`src/blt_ram.sv`:
```
// ----------------------------------------------------------------------------
// Lock table RAM
// Single-write, single-read synchronous RAM with a registered read port.
// ----------------------------------------------------------------------------
`timescale 1ns / 1ps

module blt_ram #(
   parameter int DEPTH = 16,
   parameter int AW    = 4,
   parameter int DW    = 8
) (
   input  logic          clock,
   input  logic          wr_en,
   input  logic [AW-1:0] wr_addr,
   input  logic [DW-1:0] wr_data,
   input  logic          rd_en,
   input  logic [AW-1:0] rd_addr,
   output logic [DW-1:0] rd_data
);

   logic [DW-1:0] mem [DEPTH];
   logic [DW-1:0] rd_data_ff;

   // Write port.
   always_ff @(posedge clock) begin
      if (wr_en) begin
         mem[wr_addr] <= wr_data;
      end
   end

   // Read port; data holds until the next read.
   always_ff @(posedge clock) begin
      if (rd_en) begin
         rd_data_ff <= mem[rd_addr];
      end
   end

   assign rd_data = rd_data_ff;

endmodule

```
`config.mk`:
```
export PLATFORM = sky130hd
export DESIGN_NAME = blt_ram
export DESIGN_NICKNAME = d
export VERILOG_FILES = /design/src/blt_ram.sv
export SDC_FILE = /design/constraint.sdc
export NUM_CORES = 1
export LEC_CHECK = 0
export BUFFER_PORTS_ARGS = -buffer_cell sky130_fd_sc_hd__buf_2
export CAP_MARGIN = 20
export CORE_MARGIN = 3
export CORE_UTILIZATION = 60
export DETAILED_ROUTE_END_ITERATION = 10
export PLACE_DENSITY = 0.83
export SYNTH_ARGS = -nofsm -noshare
export SYNTH_HDL_FRONTEND = slang
export SYNTH_SLANG_ARGS = --single-unit
```
`constraint.sdc`:
```
create_clock -name clock -period 2.25 [get_ports clock]
set_input_delay 0.225 -clock clock [delete_from_list [all_inputs] [get_ports clock]]
set_output_delay 0.225 -clock clock [all_outputs]
set_load 0.01 [all_outputs]
```
==> results.toml <==
[status]
status = "complete, no violations"

[cells_and_area]
mostFrequentLayoutCells = "edfxtp_1 (136), buf_2 (26), mux4_2 (18)"
multi_input_area_um2 = 1060
diodes = 0
finish.instance_area_um2 = 6140
area_growth_syn_to_layout_pct = 17.4
nets = 301
final_common_cell = "edfxtp_1"
area.sequential_um2 = 4080
fill_cells = 468
layout-drive-gt1-share_pct = 30.8

[worst_setup_path]
timing.critical_path.slowest_cell_delay_ns = 0.54
start_kind = "register"
cp_slowest_cell = "mux4_1"
r2r-start = "mem[9][3]"
r2r_slack_ns = 0.63
end_kind = "register"
cp-endpoint = "rd_data[3]"
r2r-end = "rd_data[3]"
critical_path.max_fanout = 1
critPathBufInv = 0
worstPathArrival_ns = 1.88
cp.depth = 3
reg2regPathDepth = 3
crit_start = "mem[9][3]"
crit_chain = "mux4_1 -> a22oi_1 -> nand2_1"
crit_family = "multiplexers"
critical_path_class = "reg -> reg"
worstPathRequired_ns = 2.51

[sta]
period_share_pct = 72.0
worstMarginPinSlew_ns = 0.805
finalSetupViolations = 0
min_period_ns = 1.62
max_freq_ghz = 0.617
rsz0062_at_grt = "no"
hold_viol = 0
fin_setup_tns_ns = 0
relSlewSlack_pct = 46.2
finClkSkew_ns = 0.00611
finalMaxSlewViolations = 0

[routing]
ant_nets = 0
viasPerCell = 6.42
vias = 2567
wl_per_cell_um = 26.2
drt_iter0_drc = 384
first_pass_iters = 5
remaining_drc_errors = 0
wl_um = 10500

[place]
place.gp.congestion = 0.767
hpwl_um = 6420
port_buffers = 26
placed_area_um2 = 5560

[grt]
grt_util_met1_pct = 33.1
track_usage_pct = 24.1
grt.busiest_layer = "met2"
grt_pass1_wl_um = 16300
grt-ovfl-total = 0
grt_util_met3_pct = 5.26
grt_pass1_vias = 2705
grt_max_degree = 21
antenna_found_initial = 0
met2_usage_pct = 37.1

[logic_synthesis]
ys_warn_count = 0
ys_seq_area_share_pct = 78.1
synth_area_um2 = 5230
yosysUniqueCellTypes = 18
ys_seq_elements = 136
syn_nets = 248
synth_cells = 229
avgSynthCellArea_um2 = 22.8

[floorplanning]
start_util_pct = 62.7
io_pins = 27
die_area_um2 = 9870
rows = 33
die_h_um = 99.3
core_um2 = 8340
die_width_um = 99.3

[cts]
clockBufferDepth = 2
cts_setup_buffers = 0
htree_levels = 4
clk_pin_slew_worst_paths_ns = 0.06
cts_buffers = 17
root_buffer = "clkbuf_8"
cts.sinks = 136
clock_latency_ns = 0.53
ctsHoldBuffers = 0
cts-resized-gates = 0
cts_tree = "built"

[power]
leakage_uw = 0.00209
peakVddDrop_v = 0.000610
powerDensity_nw_per_um2 = 945

[worst_hold_path]
min_path_type = "in -> reg"

[job]
drv_cap = 0
sequential cells by signal, summed over array words and instances (netlist names):
signal	flops
rd_data	8
mem	128
cell usage after synthesis:
cell type | number | share of area (%)
nand2b_1 | 2 | 0.24
mux4_1 | 14 | 7.0
mux4_2 | 18 | 7.8
nand2_1 | 9 | 0.65
a22oi_1 | 16 | 2.3
nor3_1 | 4 | 0.38
or3b_2 | 1 | 0.17
nor2b_1 | 1 | 0.12
buf_6 | 3 | 0.65
edfxtp_1 | 136 | 78
and2_1 | 1 | 0.12
buf_2 | 3 | 0.29
nand3b_1 | 2 | 0.29
nor2_1 | 13 | 0.93
and2b_1 | 1 | 0.14
buf_4 | 1 | 0.14
clkdlybuf4s25_2 | 3 | 0.57
nand3_1 | 1 | 0.096
metrics by stage:
step | utilization, % | total power [µW] | worst slack (ns) | hold slack [ns] | instances
final | 73.6 | 5800 | 0.630 | 0.0635 | 400
after global routing | 73.6 | 5960 | 0.558 | 0.0468 | 400
after CTS | 73.6 | 5820 | 0.610 | 0.0498 | 400
after detailed placement | 66.7 | 3190 | 0.329 | 0.596 | 368
after global placement | 66.7 | 3170 | 0.339 | 0.592 | 368
after floorplan | - | 3070 | 0.532 | 0.324 | 229
cells by family after synthesis:
logic type	share of synthesized area, %
AOI/OAI and AO/OA	2.30
and+or+nand+nor	3.14
DFF	78.1
muxes	14.8
buffers and inverters	1.65
where the power goes:
part / switching [µW] / internal (µW)
Combinational: 154 / 111
Clock: 989 / 1670
Sequential: 17.2 / 2860
routing by layer:
metal / vias up / routed length, µm
met5: - / 0
li1: 1085 / -
met4: 0 / 227
met3: 20 / 795
met1: 1335 / 4020
met2: 127 / 5420
cell type report:
cell class,count,area share (%)
Clock inverter,14,2.55
Tap cell,105,2.14
Timing Repair Buffer,44,4.73
Sequential cell,136,66.5
Multi-Input combinational cell,83,17.2
Clock buffer,18,6.81
how the worst min path moves through the flow:
stage	cells past startpoint	from	to	slack [ns]
final	1	rd_en	rd_data[1]	0.06
after global routing	1	rd_en	rd_data[1]	0.05
after CTS	1	rd_en	rd_data[7]	0.05
after detailed placement	1	rd_en	rd_data[3]	0.60
after global placement	1	rd_en	rd_data[5]	0.59
after floorplan	0	wr_data[0]	mem[0][0]	0.32
Power figures use the tool's default switching activity.
