[src/blt_pkg.sv]
// ----------------------------------------------------------------------------
// Byte-range lock table package
// Shared record type, compare flags, state codes and sizing constants.
// ----------------------------------------------------------------------------
`timescale 1ns / 1ps

package blt_pkg;

   localparam int CAPACITY = 16;
   localparam int IDX_W    = (CAPACITY > 1) ? $clog2(CAPACITY) : 1;
   localparam int CNT_W    = $clog2(CAPACITY + 1);

   localparam logic [62:0] LAST_OFFSET = '1;

   // Command codes.
   localparam logic [1:0] CMD_APPLY  = 2'd0;
   localparam logic [1:0] CMD_QUERY  = 2'd1;
   localparam logic [1:0] CMD_REMOVE = 2'd2;
   localparam logic [1:0] CMD_UNUSED = 2'd3;

   // Lock type codes.
   localparam logic [1:0] LT_UNLOCK = 2'd0;
   localparam logic [1:0] LT_READ   = 2'd1;
   localparam logic [1:0] LT_WRITE  = 2'd2;
   localparam logic [1:0] LT_SPARE  = 2'd3;

   // Status codes.
   localparam logic [1:0] ST_OK       = 2'd0;
   localparam logic [1:0] ST_CONFLICT = 2'd1;
   localparam logic [1:0] ST_FULL     = 2'd2;
   localparam logic [1:0] ST_UNUSED   = 2'd3;

   typedef struct packed {
      logic [63:0] owner;
      logic [63:0] inode;
      logic [62:0] rstart;
      logic [62:0] rend;
      logic        kind;
      logic        space;
      logic [1:0]  ltype;
   } lock_rec_type;

   localparam int REC_W = $bits(lock_rec_type);

   typedef struct packed {
      logic same_set;
      logic same_owner;
      logic overlap;
      logic touch;
      logic conflict;
      logic lt_start;
      logic gt_end;
      logic owner_eq;
      logic inode_eq;
   } cmp_type;

   typedef enum logic [2:0] {
      S_IDLE,
      S_RD,
      S_EV,
      S_SPLIT,
      S_COPY_RD,
      S_COPY_WR,
      S_DONE
   } state_type;

   typedef enum logic [2:0] {
      PH_CONFLICT,
      PH_MERGE,
      PH_STAGE,
      PH_QUERY,
      PH_REMOVE
   } phase_type;

endpackage

[src/blt_cmp.sv]
// ----------------------------------------------------------------------------
// Lock record comparator
// Relates the working request range to one stored entry.
// ----------------------------------------------------------------------------
`timescale 1ns / 1ps

module blt_cmp import blt_pkg::*; (
   input  lock_rec_type rep,
   input  lock_rec_type ent,
   output cmp_type      flags
);

   logic adj_after;
   logic adj_before;

   // Adjacency never applies across the end-of-file offset.
   assign adj_after  = (rep.rend != LAST_OFFSET) && ((rep.rend + 63'd1) == ent.rstart);
   assign adj_before = (ent.rend != LAST_OFFSET) && ((ent.rend + 63'd1) == rep.rstart);

   always_comb begin
      flags.same_set   = (rep.inode == ent.inode) && (rep.space == ent.space);
      flags.same_owner = (rep.owner == ent.owner) && (rep.kind == ent.kind);
      flags.overlap    = (rep.rstart <= ent.rend) && (ent.rstart <= rep.rend);
      flags.touch      = flags.overlap || adj_after || adj_before;
      flags.lt_start   = ent.rstart < rep.rstart;
      flags.gt_end     = ent.rend > rep.rend;
      flags.owner_eq   = rep.owner == ent.owner;
      flags.inode_eq   = rep.inode == ent.inode;
      // A conflict needs two real locks, at least one of them a write.
      flags.conflict   = (rep.ltype != LT_UNLOCK) && (ent.ltype != LT_UNLOCK) &&
                         flags.same_set && !flags.same_owner && flags.overlap &&
                         ((rep.ltype == LT_WRITE) || (ent.ltype == LT_WRITE));
   end

endmodule

[config.mk]
export PLATFORM = sky130hd
export DESIGN_NAME = blt_cmp
export DESIGN_NICKNAME = d
export VERILOG_FILES = /design/src/blt_pkg.sv /design/src/blt_cmp.sv
export SDC_FILE = /design/constraint.sdc
export NUM_CORES = 1
export LEC_CHECK = 0
export BUFFER_PORTS_ARGS = -buffer_cell sky130_fd_sc_hd__buf_2
export CAP_MARGIN = 0
export CORE_AREA = 5 5 202 204
export DETAILED_ROUTE_END_ITERATION = 7
export DIE_AREA = 0 0 207 209
export PLACE_DENSITY = 0.61
export SLEW_MARGIN = 10
export SYNTH_ARGS = -nofsm -noshare
export SYNTH_HDL_FRONTEND = slang
export SYNTH_SLANG_ARGS = --single-unit
[constraint.sdc]
create_clock -name vclk -period 3.6
set_input_delay 0.18 -clock vclk [all_inputs]
set_output_delay 0.18 -clock vclk [all_outputs]
set_load 0.02 [all_outputs]
==> metrics.md <==
| Metric | Value |
|---|---|
| Post-route total power | 1.90 mW |
| Setup violators final | 0 |
| I/O pin count | 525 |
| Worst slew pin tran | slightly below 0.7 ns |
| Cells after synthesis | around 1700 |
| HPWL after detailed placement | 65600 um |
| NumNets Final | 3037 |
| Mean post-synth cell area | 7.35 um^2 |
| FP Rows | 73 |
| Hold Vio Cnt, Final | 0 |
| Core ar. | slightly below 0.04 mm^2 |
| Leak | 8.53 nW |
| Fmax | 288 MHz |
| Vias in the first global route | 15571 |
| Drt initial violations | about 1300 |
| Die Width | 207 um |
| Register area | 0 um^2 |
| CP endpoint | flags[4] |
| RD Place Congestion | 1.04 |
| Most frequent cells in the layout | buf_2, ha_1, inv_1 |
| Final period util | 96.6% |
| Cell Area, Synth | about 0.012 mm^2 |
| Crit path DAT | between 3 and 4 ns |
| Routed wire length | 70800 um |
| Tightest hold margin | 0.838 ns |
| Commonest non-fill, non-tap cell in the layout | buf_2 |
| Layout cells sized above 1 | ~30% |
| Via density | between 5 and 6 |
| DR vias | 15730 |
| Max-slew violations | 0 |
| Final cell utilization of the core | 41.8% |
| GRT overflow | 0 |
| Drc violations | 0 |
| Drt wl/cell | 25.3 um |
| Crit path kind | input pin to output port |
| Worst min-delay path category | input pin to output port |
| WHS Path Cells | 4 |
| Area growth from synthesis to layout | 33.8% |
| Final TNS setup | 0 ns |
| Clock Buffer Count | 0 |
| Post-route antenna net violation count | 0 |
| Ys Warns | 0 |
| Die H | 209 um |
| Critical path startpoint category | input pin |
| Total GRT Usage | around 31% |
| Worst-path fanout max | 5 |
| Initial antenna violation count | 34 |
| Die area | 0.0433 mm^2 |
| Syn Nets | 2430 |
| Relative max-transition margin | 54.6% |
| Pin count of the biggest net entering global routing | 13 |
| Status | completed |
| Cell variety after synth | 78 |
| CP Capture Type | output port |
| Power per cell area | 116 mW/mm^2 |
| Required time worst endpoint | 3.42 ns |
| Crit path time final | about 3.5 ns |
| Pre-Repair DR Iteration Count | 5 |
| Sequential-to-total area share from yosys stat | 0% |
| Maximum VDD drop | 85.4 uV |
| Flip-flop and latch count | 0 |
| Max-cap violations | 0 |
| IO buf count | 525 |
| CP Launch Point | rep[43] |
| Initial Util | 31.2% |
| First-pass GRT wire length | 101000 um |
-- where the power goes --
group / leakage (nW) / switching, mW / internal [mW]
sequential: 0 / 0 / 0
clock: 0.0000634 / 0 / 0.000000372
combinational: 8.53 / 1.08 / 0.823
-- cells by family after synthesis --
logic type,after synthesis,share of synthesized area [%]
compound gates,364,20.6
xor+xnor,288,20.7
fa+ha+maj,253,25.9
buf+inv,224,7.00
mux,7,0.595
simple gates,525,25.2
-- routing by layer --
metal	global-route usage [%]	share of wire, %	vias to the layer above
li1	-	-	7412
met1	38.8	41	7402
met2	52.5	46	735
met3	7.00	8.8	145
met4	7.41	3.3	36
met5	0	0.32	-
-- worst min path at each step --
stage / from / slack (ns) / end
detailed placement: ent[2] / 0.84 / flags[8]
global placement: ent[2] / 0.84 / flags[8]
floorplan: rep[0] / 0.59 / flags[4]
CTS: ent[2] / 0.84 / flags[8]
finish: ent[2] / 0.84 / flags[8]
global route: ent[2] / 0.85 / flags[8]
-- timing repair --
item,4_1_cts,5_1_grt
resized for setup,7,18
hold endpoints to repair,0,0
setup endpoints to repair,2,2
buffers inserted,0,3
hold buffers,0,0
pin swaps,0,7
-- synth_stat cells (all sizes together), types with 44 or more instances --
| cell type | n | area share, % |
|---|---|---|
| nor2 | 57 | 1.8 |
| nand4 | 94 | 5.1 |
| o21ai | 48 | 2.0 |
| nand2 | 63 | 1.9 |
| inv | 201 | 6.2 |
| nor4 | 90 | 4.9 |
| xor2 | 177 | 13 |
| nand3 | 61 | 2.5 |
| a21oi | 74 | 3.0 |
| a21o | 109 | 6.7 |
| xnor2 | 111 | 8.0 |
| ha | 253 | 26 |
| nor3 | 44 | 1.9 |
-- through the flow --
step,area [um^2],std cells,worst slack [ns]
3_3_place_gp,16100,2788,-0.220
5_1_grt,16300,2792,-0.0135
4_1_cts,16200,2788,0.0197
2_1_floorplan,12200,1661,0.396
6_report,16300,2801,0.122
3_5_place_dp,16100,2788,-0.160
-- critical path, stage by stage --
cell and delay [ns]:
buf_2 0.14, inv_1 0.12, ha_1 0.31, nand4_1 0.20
nor4_4 0.38, nand3_1 0.21, nor4_2 0.41, buf_4 0.20
nor2b_1 0.13, a21oi_1 0.07, a211o_2 0.38, nor4bb_2 0.34
buf_2 0.23
-- area by class of cell --
class / count / area [um^2]
Fill cell: 4239 / 22800
Multi-Input combinational cell: 1437 / 11500
Timing Repair Buffer: 628 / 3410
Inverter: 201 / 754
Tap cell: 525 / 657
Antenna cell: 10 / 25.0
Note: power is estimated with default switching activity, not from simulation.
